$ cat config.mk
export PLATFORM = sky130hd
export DESIGN_NAME = iso_timestamp_parser_unit
export DESIGN_NICKNAME = d
export VERILOG_FILES = /design/src/sv/itp_pkg.sv /design/src/sv/itp_front.sv /design/src/sv/itp_queue.sv /design/src/sv/itp_back.sv /design/src/sv/iso_timestamp_parser_unit.sv
export SDC_FILE = /design/constraint.sdc
export NUM_CORES = 2
export LEC_CHECK = 0
export BUFFER_PORTS_ARGS = -buffer_cell sky130_fd_sc_hd__buf_2
export CAP_MARGIN = 25
export CORE_UTILIZATION = 45
export CTS_CLUSTER_DIAMETER = 60
export DETAILED_ROUTE_END_ITERATION = 16
export GPL_ROUTABILITY_DRIVEN = 0
export PLACE_DENSITY = 0.7
export SLEW_MARGIN = 20
export SYNTH_ARGS = -nofsm -noshare
export SYNTH_HDL_FRONTEND = slang
export SYNTH_SLANG_ARGS = --single-unit
$ cat constraint.sdc
create_clock -name i_clk -period 11.9 [get_ports i_clk]
set_input_delay 1.19 -clock i_clk [delete_from_list [all_inputs] [get_ports i_clk]]
set_output_delay 1.19 -clock i_clk [all_outputs]
set_load 0.01 [all_outputs]
$ cat src/sv/itp_pkg.sv
`timescale 1ns / 1ps

package itp_pkg;

    // Character codes the parser looks for
    localparam logic [7:0] CH_ZERO  = 8'h30;
    localparam logic [7:0] CH_NINE  = 8'h39;
    localparam logic [7:0] CH_DASH  = 8'h2D;
    localparam logic [7:0] CH_COLON = 8'h3A;
    localparam logic [7:0] CH_T     = 8'h54;
    localparam logic [7:0] CH_SPACE = 8'h20;
    localparam logic [7:0] CH_DOT   = 8'h2E;

    // Positions inside the string
    localparam logic [4:0] POS_DATE_ONLY = 5'd10;
    localparam logic [4:0] POS_SEP_TIME  = 5'd10;
    localparam logic [4:0] POS_NO_FRAC   = 5'd19;
    localparam logic [4:0] POS_DOT       = 5'd19;
    localparam logic [4:0] POS_MIN_FRAC  = 5'd21;
    localparam logic [4:0] POS_MAX       = 5'd31;

    // Default depth of the queue between parser and date unit
    localparam int QUEUE_DEPTH = 2;

    // Date arithmetic constants
    localparam logic [12:0] DIV400_RECIP = 13'd5243;   // 2^21 / 400, rounded up
    localparam int          DIV400_SHIFT = 21;
    localparam logic signed [22:0] DAYS_PER_ERA = 23'sd146097;
    localparam logic signed [22:0] EPOCH_SHIFT  = 23'sd719468;

    // One parsed string, handed from the parser to the date unit
    typedef struct packed {
        logic        ok;
        logic [13:0] year;
        logic [3:0]  month;
        logic [4:0]  day;
        logic [4:0]  hour;
        logic [5:0]  minute;
        logic [5:0]  sec;
        logic [9:0]  millis;
    } t_rec;

    // Day of the year at which a month starts, years counted from March
    function automatic logic [8:0] month_offset(input logic [3:0] month);
        logic [8:0] off;
        unique case (month)
            4'd3:    off = 9'd0;
            4'd4:    off = 9'd31;
            4'd5:    off = 9'd61;
            4'd6:    off = 9'd92;
            4'd7:    off = 9'd122;
            4'd8:    off = 9'd153;
            4'd9:    off = 9'd184;
            4'd10:   off = 9'd214;
            4'd11:   off = 9'd245;
            4'd12:   off = 9'd275;
            4'd1:    off = 9'd306;
            4'd2:    off = 9'd337;
            default: off = 9'd0;
        endcase
        return off;
    endfunction

endpackage

$ cat src/sv/itp_front.sv
`timescale 1ns / 1ps

module itp_front (
    input  logic              i_clk,
    input  logic              i_rst_n,
    input  logic              i_valid,
    output logic              o_ready,
    input  logic [7:0]        i_char_code,
    input  logic              i_last_char,
    input  logic              i_full,
    output logic              o_push,
    output itp_pkg::t_rec     o_rec
);

    logic [4:0]  r_pos,   n_pos;
    logic [13:0] r_year,  n_year;
    logic [6:0]  r_month, n_month;
    logic [6:0]  r_day,   n_day;
    logic [6:0]  r_hour,  n_hour;
    logic [6:0]  r_min,   n_min;
    logic [6:0]  r_sec,   n_sec;
    logic [9:0]  r_ms,    n_ms;
    logic [1:0]  r_fds,   n_fds;
    logic        r_frac,  n_frac;
    logic        r_err,   n_err;

    logic        w_acc;
    logic        w_isdig;
    logic [3:0]  w_dig;
    logic [9:0]  w_scale;
    logic        w_len_ok;
    logic        w_ok;

    assign o_ready = !i_full;
    assign w_acc   = i_valid && o_ready;
    assign w_isdig = (i_char_code >= itp_pkg::CH_ZERO) && (i_char_code <= itp_pkg::CH_NINE);
    assign w_dig   = w_isdig ? i_char_code[3:0] : 4'd0;

    // Classify the character by its position and fold it into the fields
    always_comb begin
        n_pos   = r_pos;
        n_year  = r_year;
        n_month = r_month;
        n_day   = r_day;
        n_hour  = r_hour;
        n_min   = r_min;
        n_sec   = r_sec;
        n_ms    = r_ms;
        n_fds   = r_fds;
        n_frac  = r_frac;
        n_err   = r_err;
        w_scale = (r_fds == 2'd0) ? 10'd100 : ((r_fds == 2'd1) ? 10'd10 : 10'd1);

        priority if (r_pos <= 5'd3) begin
            if (w_isdig) n_year = 14'(r_year * 14'd10 + 14'(w_dig));
            else n_err = 1'b1;
        end else if (r_pos == 5'd4 || r_pos == 5'd7) begin
            if (i_char_code != itp_pkg::CH_DASH) n_err = 1'b1;
        end else if (r_pos == 5'd5 || r_pos == 5'd6) begin
            if (w_isdig) n_month = 7'(r_month * 7'd10 + 7'(w_dig));
            else n_err = 1'b1;
        end else if (r_pos == 5'd8 || r_pos == 5'd9) begin
            if (w_isdig) n_day = 7'(r_day * 7'd10 + 7'(w_dig));
            else n_err = 1'b1;
        end else if (r_pos == itp_pkg::POS_SEP_TIME) begin
            if (i_char_code != itp_pkg::CH_T && i_char_code != itp_pkg::CH_SPACE) n_err = 1'b1;
        end else if (r_pos == 5'd11 || r_pos == 5'd12) begin
            if (w_isdig) n_hour = 7'(r_hour * 7'd10 + 7'(w_dig));
            else n_err = 1'b1;
        end else if (r_pos == 5'd13 || r_pos == 5'd16) begin
            if (i_char_code != itp_pkg::CH_COLON) n_err = 1'b1;
        end else if (r_pos == 5'd14 || r_pos == 5'd15) begin
            if (w_isdig) n_min = 7'(r_min * 7'd10 + 7'(w_dig));
            else n_err = 1'b1;
        end else if (r_pos == 5'd17 || r_pos == 5'd18) begin
            if (w_isdig) n_sec = 7'(r_sec * 7'd10 + 7'(w_dig));
            else n_err = 1'b1;
        end else if (r_pos == itp_pkg::POS_DOT) begin
            if (i_char_code == itp_pkg::CH_DOT) n_frac = 1'b1;
            else n_err = 1'b1;
        end else begin
            if (!r_frac || !w_isdig) begin
                n_err = 1'b1;
            end else if (r_fds != 2'd3) begin
                n_ms  = 10'(r_ms + 10'(w_dig) * w_scale);
                n_fds = 2'(r_fds + 2'd1);
            end
        end

        if (r_pos != itp_pkg::POS_MAX) n_pos = 5'(r_pos + 5'd1);
    end

    // Judge the finished string
    assign w_len_ok = (n_pos == itp_pkg::POS_DATE_ONLY) || (n_pos == itp_pkg::POS_NO_FRAC) ||
                      (n_frac && n_pos >= itp_pkg::POS_MIN_FRAC);
    assign w_ok = !n_err && w_len_ok &&
                  (n_month >= 7'd1) && (n_month <= 7'd12) &&
                  (n_day >= 7'd1) && (n_day <= 7'd31) &&
                  (n_hour <= 7'd23) && (n_min <= 7'd59) && (n_sec <= 7'd59);

    assign o_push       = w_acc && i_last_char;
    assign o_rec.ok     = w_ok;
    assign o_rec.year   = n_year;
    assign o_rec.month  = n_month[3:0];
    assign o_rec.day    = n_day[4:0];
    assign o_rec.hour   = n_hour[4:0];
    assign o_rec.minute = n_min[5:0];
    assign o_rec.sec    = n_sec[5:0];
    assign o_rec.millis = n_ms;

    // Advance parser state; clear it on reset and after the last character
    always_ff @(posedge i_clk) begin
        if (!i_rst_n || (w_acc && i_last_char)) begin
            r_pos   <= '0;
            r_year  <= '0;
            r_month <= '0;
            r_day   <= '0;
            r_hour  <= '0;
            r_min   <= '0;
            r_sec   <= '0;
            r_ms    <= '0;
            r_fds   <= '0;
            r_frac  <= 1'b0;
            r_err   <= 1'b0;
        end else if (w_acc) begin
            r_pos   <= n_pos;
            r_year  <= n_year;
            r_month <= n_month;
            r_day   <= n_day;
            r_hour  <= n_hour;
            r_min   <= n_min;
            r_sec   <= n_sec;
            r_ms    <= n_ms;
            r_fds   <= n_fds;
            r_frac  <= n_frac;
            r_err   <= n_err;
        end
    end

endmodule

$ cat src/sv/itp_queue.sv
`timescale 1ns / 1ps

module itp_queue #(
    parameter int P_DEPTH = itp_pkg::QUEUE_DEPTH
) (
    input  logic              i_clk,
    input  logic              i_rst_n,
    input  logic              i_push,
    input  itp_pkg::t_rec     i_rec,
    input  logic              i_pop,
    output itp_pkg::t_rec     o_rec,
    output logic              o_full,
    output logic              o_empty
);

    localparam int AW = (P_DEPTH > 1) ? $clog2(P_DEPTH) : 1;
    localparam int CW = $clog2(P_DEPTH + 1);

    itp_pkg::t_rec r_mem [P_DEPTH];
    logic [AW-1:0] r_wr, r_rd;
    logic [CW-1:0] r_cnt;

    assign o_full  = (r_cnt == CW'(P_DEPTH));
    assign o_empty = (r_cnt == '0);
    assign o_rec   = r_mem[r_rd];

    // Store the pushed record
    always_ff @(posedge i_clk) begin
        if (i_push) r_mem[r_wr] <= i_rec;
    end

    // Move pointers and count
    always_ff @(posedge i_clk) begin
        if (!i_rst_n) begin
            r_wr  <= '0;
            r_rd  <= '0;
            r_cnt <= '0;
        end else begin
            if (i_push) r_wr <= (r_wr == AW'(P_DEPTH - 1)) ? '0 : AW'(r_wr + 1'b1);
            if (i_pop)  r_rd <= (r_rd == AW'(P_DEPTH - 1)) ? '0 : AW'(r_rd + 1'b1);
            if (i_push && !i_pop)      r_cnt <= CW'(r_cnt + 1'b1);
            else if (i_pop && !i_push) r_cnt <= CW'(r_cnt - 1'b1);
        end
    end

endmodule

$ cat src/sv/itp_back.sv
`timescale 1ns / 1ps

module itp_back (
    input  logic                i_clk,
    input  logic                i_rst_n,
    input  logic                i_empty,
    input  itp_pkg::t_rec       i_rec,
    output logic                o_pop,
    output logic                o_valid,
    input  logic                i_ready,
    output logic                o_valid_res,
    output logic signed [48:0]  o_epoch_millis
);

    typedef enum logic [6:0] {
        ST_IDLE = 7'b0000001,
        ST_DIV  = 7'b0000010,
        ST_YOE  = 7'b0000100,
        ST_DOE  = 7'b0001000,
        ST_DAYS = 7'b0010000,
        ST_MINS = 7'b0100000,
        ST_MSEC = 7'b1000000
    } t_back_state;

    t_back_state           r_state, n_state;
    logic                  r_out_valid;
    itp_pkg::t_rec         r_rec;
    logic signed [5:0]     r_era;
    logic [8:0]            r_yoe;
    logic signed [22:0]    r_era_days;
    logic [17:0]           r_doe;
    logic signed [22:0]    r_days;
    logic signed [32:0]    r_mins;
    logic                  r_res;
    logic signed [48:0]    r_ms;

    logic signed [14:0]    w_yadj;
    logic                  w_neg;
    logic [26:0]           w_prod;
    logic [4:0]            w_q;
    logic [13:0]           w_yoe_full;
    logic [1:0]            w_c100;
    logic [17:0]           w_doe;
    logic signed [32:0]    w_mins;
    logic signed [48:0]    w_ms;

    assign o_pop          = (r_state == ST_IDLE) && !i_empty;
    assign o_valid        = r_out_valid;
    assign o_valid_res    = r_res;
    assign o_epoch_millis = r_ms;

    // Year counted from March, and its era by reciprocal multiply
    assign w_yadj = $signed({1'b0, r_rec.year}) - $signed({14'd0, (r_rec.month <= 4'd2)});
    assign w_neg  = w_yadj[14];
    assign w_prod = 27'(w_yadj[13:0]) * 27'(itp_pkg::DIV400_RECIP);
    assign w_q    = w_prod[itp_pkg::DIV400_SHIFT +: 5];

    // Year of the era and day of the era
    assign w_yoe_full = 14'(w_yadj[13:0] - 14'(r_era[4:0]) * 14'd400);
    assign w_c100 = (r_yoe >= 9'd300) ? 2'd3 :
                    (r_yoe >= 9'd200) ? 2'd2 :
                    (r_yoe >= 9'd100) ? 2'd1 : 2'd0;
    assign w_doe  = 18'(r_yoe) * 18'd365 + 18'(r_yoe[8:2]) - 18'(w_c100) +
                    18'(itp_pkg::month_offset(r_rec.month)) + 18'(r_rec.day) - 18'd1;

    // Minutes and milliseconds since the epoch
    assign w_mins = $signed({{10{r_days[22]}}, r_days}) * 33'sd1440 +
                    $signed({28'd0, r_rec.hour}) * 33'sd60 +
                    $signed({27'd0, r_rec.minute});
    assign w_ms   = $signed({{16{r_mins[32]}}, r_mins}) * 49'sd60000 +
                    $signed({43'd0, r_rec.sec}) * 49'sd1000 +
                    $signed({39'd0, r_rec.millis});

    // Step through the date arithmetic, one stage a cycle, holding in the last stage while the result is not taken
    always_comb begin
        n_state = r_state;
        unique case (r_state)
            ST_IDLE: if (!i_empty) n_state = ST_DIV;
            ST_DIV:  n_state = ST_YOE;
            ST_YOE:  n_state = ST_DOE;
            ST_DOE:  n_state = ST_DAYS;
            ST_DAYS: n_state = ST_MINS;
            ST_MINS: n_state = ST_MSEC;
            ST_MSEC: if (!r_out_valid) n_state = ST_IDLE;
            default: n_state = ST_IDLE;
        endcase
    end

    // Hold state and the result transaction
    always_ff @(posedge i_clk) begin
        if (!i_rst_n) begin
            r_state     <= ST_IDLE;
            r_out_valid <= 1'b0;
        end else begin
            r_state <= n_state;
            if (r_out_valid && i_ready)
                r_out_valid <= 1'b0;
            else if (r_state == ST_MSEC && !r_out_valid)
                r_out_valid <= 1'b1;
        end
    end

    // Datapath registers
    always_ff @(posedge i_clk) begin
        if (o_pop) r_rec <= i_rec;
        if (r_state == ST_DIV) r_era <= w_neg ? -6'sd1 : $signed({1'b0, w_q});
        if (r_state == ST_YOE) begin
            r_yoe      <= w_neg ? 9'd399 : w_yoe_full[8:0];
            r_era_days <= $signed({{17{r_era[5]}}, r_era}) * itp_pkg::DAYS_PER_ERA;
        end
        if (r_state == ST_DOE)  r_doe  <= w_doe;
        if (r_state == ST_DAYS) r_days <= r_era_days + $signed({5'd0, r_doe}) -
                                          itp_pkg::EPOCH_SHIFT;
        if (r_state == ST_MINS) r_mins <= w_mins;
        if (r_state == ST_MSEC && !r_out_valid) begin
            r_res <= r_rec.ok;
            r_ms  <= r_rec.ok ? w_ms : '0;
        end
    end

endmodule

$ cat src/sv/iso_timestamp_parser_unit.sv
`timescale 1ns / 1ps

// Channel   Direction  Handshake                  Payload
// input     in         i_in_valid / o_in_ready    i_char_code[7:0], i_last_char
// result    out        o_out_valid / i_out_ready  o_valid_res, o_epoch_millis[48:0]
//
// The parser takes one character per cycle. Once the last character of a string is
// taken, the string is queued, popped and run through six date stages to a result.
// Parsed strings wait in a P_QUEUE_DEPTH entry queue; the input stalls only
// when that queue is full. The sequencer takes one string at a time and
// holds in its last stage while the previous result is not taken.
// Reset (synchronous, active low) clears the parser, the queue and the sequencer.

module iso_timestamp_parser_unit #(
    parameter int P_QUEUE_DEPTH = itp_pkg::QUEUE_DEPTH
) (
    input  logic               i_clk,
    input  logic               i_rst_n,
    input  logic               i_in_valid,
    output logic               o_in_ready,
    input  logic [7:0]         i_char_code,
    input  logic               i_last_char,
    output logic               o_out_valid,
    input  logic               i_out_ready,
    output logic               o_valid_res,
    output logic signed [48:0] o_epoch_millis
);

    logic          w_push, w_pop, w_full, w_empty;
    itp_pkg::t_rec w_push_rec, w_pop_rec;

    itp_front u_front (
        .i_clk       (i_clk),
        .i_rst_n     (i_rst_n),
        .i_valid     (i_in_valid),
        .o_ready     (o_in_ready),
        .i_char_code (i_char_code),
        .i_last_char (i_last_char),
        .i_full      (w_full),
        .o_push      (w_push),
        .o_rec       (w_push_rec)
    );

    itp_queue #(
        .P_DEPTH (P_QUEUE_DEPTH)
    ) u_queue (
        .i_clk   (i_clk),
        .i_rst_n (i_rst_n),
        .i_push  (w_push),
        .i_rec   (w_push_rec),
        .i_pop   (w_pop),
        .o_rec   (w_pop_rec),
        .o_full  (w_full),
        .o_empty (w_empty)
    );

    itp_back u_back (
        .i_clk          (i_clk),
        .i_rst_n        (i_rst_n),
        .i_empty        (w_empty),
        .i_rec          (w_pop_rec),
        .o_pop          (w_pop),
        .o_valid        (o_out_valid),
        .i_ready        (i_out_ready),
        .o_valid_res    (o_valid_res),
        .o_epoch_millis (o_epoch_millis)
    );

    // An invalid string reports zero milliseconds
    a_invalid_zero: assert property (@(posedge i_clk) disable iff (!i_rst_n)
        o_out_valid && !o_valid_res |-> o_epoch_millis == '0)
        else $error("invalid result carries nonzero time");

    // A valid result stays within years 0000 to 9999
    a_valid_range: assert property (@(posedge i_clk) disable iff (!i_rst_n)
        o_out_valid && o_valid_res |->
            (o_epoch_millis >= -49'sd62167219200000) &&
            (o_epoch_millis <= 49'sd253402300799999))
        else $error("valid result out of range");

    // The sequencer never pops an empty queue
    a_no_underflow: assert property (@(posedge i_clk) disable iff (!i_rst_n)
        w_pop |-> !w_empty)
        else $error("pop from empty queue");

    // A taken result leaves the output register empty
    a_out_drains: assert property (@(posedge i_clk) disable iff (!i_rst_n)
        o_out_valid && i_out_ready |=> !o_out_valid)
        else $error("result repeated after transaction");

endmodule
# Yosys cells after proc, flatten, opt, wreduce, memory -nomap -nowiden
# Memories as Yosys holds them, arrays and structs flattened. A register that Yosys moved wholly into a read port is not among the register bits.
# Index checks and enable logic that the tools add are counted.
# word_totals
ramBits	102
ff_bits	242
memories	2
mem_bits_ro	144
out_inout_bits	52
# classes
mux	93
addsub	26
order_cmp	15
n_eq_ne	36
reduce_logical	44
bitwise	12
mul	15
# memory_table
memory	words	width	rd	rd_clocked_by_memory_dff	write_ports	line	text
(name not given)	16	9	1	0	0	itp_pkg.sv:46	unique case (month)
u_queue.r_mem	2	51	1	1	1	itp_queue.sv:19	itp_pkg::t_rec r_mem [P_DEPTH];
# ops
operator	n
7-bit 2-to-1 mux	37
10-bit 2-to-1 mux	13
49-bit by 11-bit adder with 49-bit output	1
49-bit adder	1
7-bit case mux with 7 select lines	1
5-bit by 4-bit == test with 1-bit output, second input constant	9
33-bit by 12-bit multiplier with 44-bit output, second input constant	1
7-bit by 4-bit adder with 7-bit output	5
7-bit by 3-bit multiplier with 6-bit output, second input constant	5
33-bit adder	1
33-bit by 7-bit adder with 33-bit output	1
1-bit 2-to-1 mux	32
23-bit by 7-bit multiplier with 28-bit output, second input constant	1
14-bit 2-to-1 mux	2
14-bit by 13-bit multiplier with 26-bit output, second input constant	1
5-bit == test, second input constant	5
8-bit by 6-bit inequality test with 1-bit output, second input constant	3
23-bit by 19-bit adder with 23-bit output	1
6-bit by 19-bit multiplier with 23-bit output, second input constant	1
23-bit by 21-bit subtractor with 23-bit output, second input constant	1
5-bit by 3-bit == test with 1-bit output, second input constant	4
18-bit by 5-bit adder with 18-bit output	1
18-bit by 7-bit adder with 18-bit output	1
18-bit by 9-bit adder with 18-bit output	1
54 further kinds	112

# Depth between registers and ports, before layout
# depth
ltp_word	24
depth_mapped	30
ltp_nobuf	30

# Hierarchy
# From an unflattened synthesis, not the netlist that was laid out.
# hier_totals
cells_unflattened	4142
area_unflattened_um2	42410.7
# by_module_without_submodules
mod	cells_per_inst	n_inst	seq_area_each_um2	area_per_inst_um2
itp_back	3068	1	6736.5	31492.7
itp_front	893	1	1361.3	7024.2
itp_queue	181	1	3163.0	3893.7

# Least setup slack after synthesis
# Ideal clock, no wire load.
# synth_timing
path_type	flip-flop to flip-flop
startpoint	register, netlist name u_back.r_rec[34]
endpoint	register u_back.r_era[4], data pin
period_less_slack_ps	7616
stages_incl_launch_ff	29
setup_time_ps	270
t_required_ps	11630
setup_slack_ps	4284
arrival_ps	7346
n_path_buf	1
path_cell_list	edfxtp_1 > clkbuf_1 > nor2_1 > o21a_1 > ha_1 > ha_1 > nand2b_1 > nor4_1 > nand2_1 > or3_1 > xnor2_1 > ha_1 > fa_1 > fa_1 > inv_1 > fa_1 > fa_1 > inv_1 > ha_1 > a21o_1 > a2111oi_0 > a21oi_1 > a21oi_1 > a21oi_1 > o311ai_0 > a21oi_1 > o21ai_0 > a21oi_1 > or3b_2
# synth_via
elab_chain_cells	3
# synth_rtl
item	line	text
4-bit by 2-bit less-or-equal comparator with 1-bit output (*)	itp_back.sv:53	assign w_yadj = $signed({1'b0, r_rec.year}) - $signed({14'd0, (r_rec.month <= 4'd2)});
14-bit by 1-bit subtractor with 15-bit output (*)	itp_back.sv:53	
14-bit by 13-bit multiplier with 26-bit output	itp_back.sv:55	assign w_prod = 27'(w_yadj[13:0]) * 27'(itp_pkg::DIV400_RECIP);
to (signal assigned)	itp_back.sv:106	if (r_state == ST_DIV) r_era <= w_neg ? -6'sd1 : $signed({1'b0, w_q});
to (decl)	itp_back.sv:28	logic signed [5:0] r_era;
# Mark *: on every way between the ends. The rest lies on a longest branch, timed or not.
# A chain may end at the register's enable or synchronous reset.

# Worst setup path in the final report
# layout_timing
startpoint	register, netlist name u_back.r_rec[32]
endpoint	register u_back.r_era[4], data pin
# layout_via
elab_chain_cells	3
# layout_rtl
item	line
4-bit by 2-bit less-or-equal comparator with 1-bit output (*)	itp_back.sv:53
14-bit by 1-bit subtractor with 15-bit output (*)	itp_back.sv:53
14-bit by 13-bit multiplier with 26-bit output	itp_back.sv:55
# Marked as above.

==> summary.txt <==
Critical path
  – Critical path's largest stage delay: 0.61 ns
  – R2r endpoint: u_back.r_era[4]
  – Master of the slowest instance on the critical path: xnor2_1
  – CP Capture Type: register
  – CP max FO: 5
  – Crit path launch type: register
  – Reg2reg setup slack: 3.21 ns
  – CP Data Required Time: 12.24 ns
  – Worst reg2reg startpoint: u_back.r_rec[32]
  – FF-to-FF path depth: 28
  – Critical Path AT: 9.03 ns
  – Setup CP Type: reg2reg

Die
  – Starting density of the core: 45.6%
  – Die height: 305 um
  – Core area: 90,400 um^2
  – # rows: 110
  – I/O pins: 65
  – Chip width: 305 um
  – Die ar.: 92,900 um^2

Route
  – WL per Instance: 14.7 um
  – Vias/cell: 5.08
  – First-pass detailed-route iteration total: 5
  – # DRC: 0
  – Detailed Route Iter0 Violations: 984
  – Post-Route WL: 78.4 mm
  – Final antenna-violating net count: 0
  – Vias: 27,100

Finish
  – N_diodes: 0
  – Area occupied by multi-input gates: 26,900 um^2
  – Fill cells: 8,087
  – Area growth syn-to-layout: 7.92%
  – Fraction of layout cells with a size suffix above 1: 6.39%
  – Final nets: 5,176
  – Sequential Area: 11,100 um^2

CTS
  – Post-cts sizing count: 0
  – Post-CTS Hold Fix Bufs: 0
  – CTS tree: yes
  – H-tree levels: 2
  – Total CTS buffers: 49
  – Clk Latency, worst-skew pair: 0.61 ns
  – Post-CTS Setup Bufs: 0
  – CTS root buf: clkbuf_16
  – Worst-path clk slew: 0.06 ns
  – Clock Sinks: 395
  – CTS Buffer Depth: 3

Yosys
  – Top FF cell, synth: edfxtp_1
  – Share of the synthesized area in the top cell type: 22.9%
  – Post-Synthesis Cells: 4,043
  – Area contributors post-synth: edfxtp_1, ha_1, fa_1
  – Synth unique cells: 87
  – Syn Area/Cell: 10.2 um^2
  – Cell Area, Synth: 41,300 um^2
  – Biggest area consumer among synthesized cells: edfxtp_1
  – FFs w/ async S/R, synth: 0%
  – Number of flops mapped to enable cells by yosys: 315
  – Post-synth net total: 5,108
  – Synth Register Bits: 395
  – Synth warn: 0
  – Seq/Total Area, Yosys: 26.8%

Timing
  – # setup viols final: 0
  – Worst Tran Pin Value: 1.07 ns
  – Final hold violations: 0
  – Final min period: 8.69 ns
  – Max Freq: 115 MHz
  – Rel. slew slack: 28.5%
  – Clock skew: 0.0252 ns
  – RSZ-0062 raised after global routing: false
  – Final Max Slew Viols: 0
  – Final worst path period share: 73.0%
  – Setup TNS Final: 0 ns

Min path
  – Worst hold path depth: 0
  – Hold Crit Start: u_back.r_rec[16]
  – Hold EP: u_back.r_mins[0]
  – Worst Hold Class: reg2reg

Global routing
  – Initial antenna violation count: 0
  – Total grt overflow: 0
  – Largest net degree at the start of global routing: 69
  – Total track usage: 17.2%
  – Vias in the first global route: 28,000
  – First-pass GRT wire length: 133 mm

Placement
  – Hpwl dp: 63.4 mm
  – IO buf count: 64

Run status
  – Status: finished, final reports clean

Job
  – Max-cap violation count: 0
[per-stage QoR]
stage | instance area, um^2 | std cells | util (%) | hold slack (ns) | setup WS [ns]
global placement | 43000 | 5235 | 47.5 | 0.403 | 3.49
detailed placement | 43000 | 5236 | 47.5 | 0.421 | 3.29
CTS | 44500 | 5326 | 49.2 | 0.433 | 3.26
global route | 44500 | 5326 | 49.2 | 0.438 | 2.63
floorplan | 41300 | 4043 | - | 0.400 | 4.28
finish | 44500 | 5326 | 49.2 | 0.431 | 3.21
[worst max-delay path, delay by kind of cell, from the launching register on]
| kind | cells | cell delay (ns) |
|---|---|---|
| flip-flops | 1 | 0.46 |
| adder cells (fa/ha/maj) | 9 | 3.35 |
| buffers and inverters | 3 | 0.22 |
| AND/OR/NAND/NOR | 5 | 1.56 |
| XOR/XNOR | 1 | 0.61 |
| AO/OA/AOI/OAI | 10 | 2.22 |
[synthesized netlist by cell type, types with 15 or more instances]
cell      count
inv_1       836
ha_1        665
fa_1        387
edfxtp_1    315
a21oi_1     213
nand2_1     207
nor2_1      195
xnor2_1     183
o21ai_0     115
xor2_1       90
dfxtp_1      80
mux2_2       75
a21o_1       72
nor3_1       61
clkbuf_1     49
nand3_1      48
o21bai_1     33
a211oi_1     32
nand2b_1     28
nor2b_1      28
and2_1       26
and3_1       26
nand4_1      25
or3_1        22
a31oi_1      17
nor3b_1      15
[placed cells by master, fill, tap and decap left out, types with 6 or more instances in the layout]
master	n
nor4_1	13
o21ai_0	115
and3_1	25
clkbuf_16	49
a21o_1	72
fa_1	387
a211oi_1	32
buf_4	15
nand2_1	206
o21a_1	12
clkbuf_1	10
nor2b_1	28
nand2b_1	28
nand4_1	25
nor3b_1	14
nor2_1	192
o2111ai_1	6
a21oi_1	213
dfxtp_1	79
nor3_1	61
o211ai_1	9
clkinv_1	9
ha_1	665
or2_2	10
or3_1	22
edfxtp_1	315
a31oi_1	17
mux2_2	75
nand3_1	48
o31ai_1	8
mux2i_1	13
xnor2_1	183
and2_1	25
xor2_1	90
buf_2	64
a21boi_0	8
o21bai_1	33
inv_1	836
[logic make-up (layout without fill, tap and decap cells)]
kind of cell | count (synthesis) | count (layout) | synth area share [%]
simple gates | 746 | 746 | 8.89
mux | 88 | 88 | 2.36
buf+inv | 899 | 1006 | 8.21
xor+xnor | 274 | 274 | 5.85
flops | 395 | 395 | 26.8
fa+ha+maj | 1052 | 1052 | 38.9
compound gates | 589 | 589 | 8.93
[sequential cells by signal, indices dropped and copies added, names as in the netlist, 9 cells and up]
| register | count |
|---|---|
| u_back.r_mins | 33 |
| u_queue.r_mem | 102 |
| u_back.r_doe | 18 |
| u_back.r_era_days | 23 |
| u_back.r_rec | 51 |
| u_back.o_epoch_millis | 49 |
| u_front.r_ms | 10 |
| u_back.r_days | 23 |
| u_back.r_yoe | 9 |
| u_front.r_year | 14 |
[metal layers]
| layer | wire [um] | vias to the layer above | part of all wire (%) | GRT usage [%] |
|---|---|---|---|---|
| li1 | - | 13600 | - | - |
| met1 | 35800 | 13000 | 46 | 22.2 |
| met2 | 38300 | 351 | 49 | 30.3 |
| met3 | 2470 | 110 | 3.2 | 2.02 |
| met4 | 1760 | 0 | 2.2 | 4.60 |
| met5 | 0 | - | 0 | 0 |
[layout make-up]
cell class	instances	area share [%]
multi-input cells	2749	60.3
clock buffers	59	2.84
inverters	836	7.05
well taps	1176	3.30
repair buffers	80	0.981
flip-flops and latches	395	24.8
clock inverters	31	0.672
[worst max-delay path by stage]
stage / cells after the start / slack, ns / end / startpoint
finish: 28 / 3.21 / u_back.r_era[4] / u_back.r_rec[32]
global route: 28 / 2.63 / u_back.r_era[4] / u_back.r_rec[32]
CTS: 28 / 3.26 / u_back.r_era[4] / u_back.r_rec[32]
detailed placement: 28 / 3.29 / u_back.r_era[4] / u_back.r_rec[32]
global placement: 28 / 3.49 / u_back.r_era[4] / u_back.r_rec[32]
floorplan: 28 / 4.28 / u_back.r_era[4] / u_back.r_rec[34]
Power is left out: the tool's default activity adds up to more than one toggle a clock period on the data nets, which glitch-free logic cannot reach.
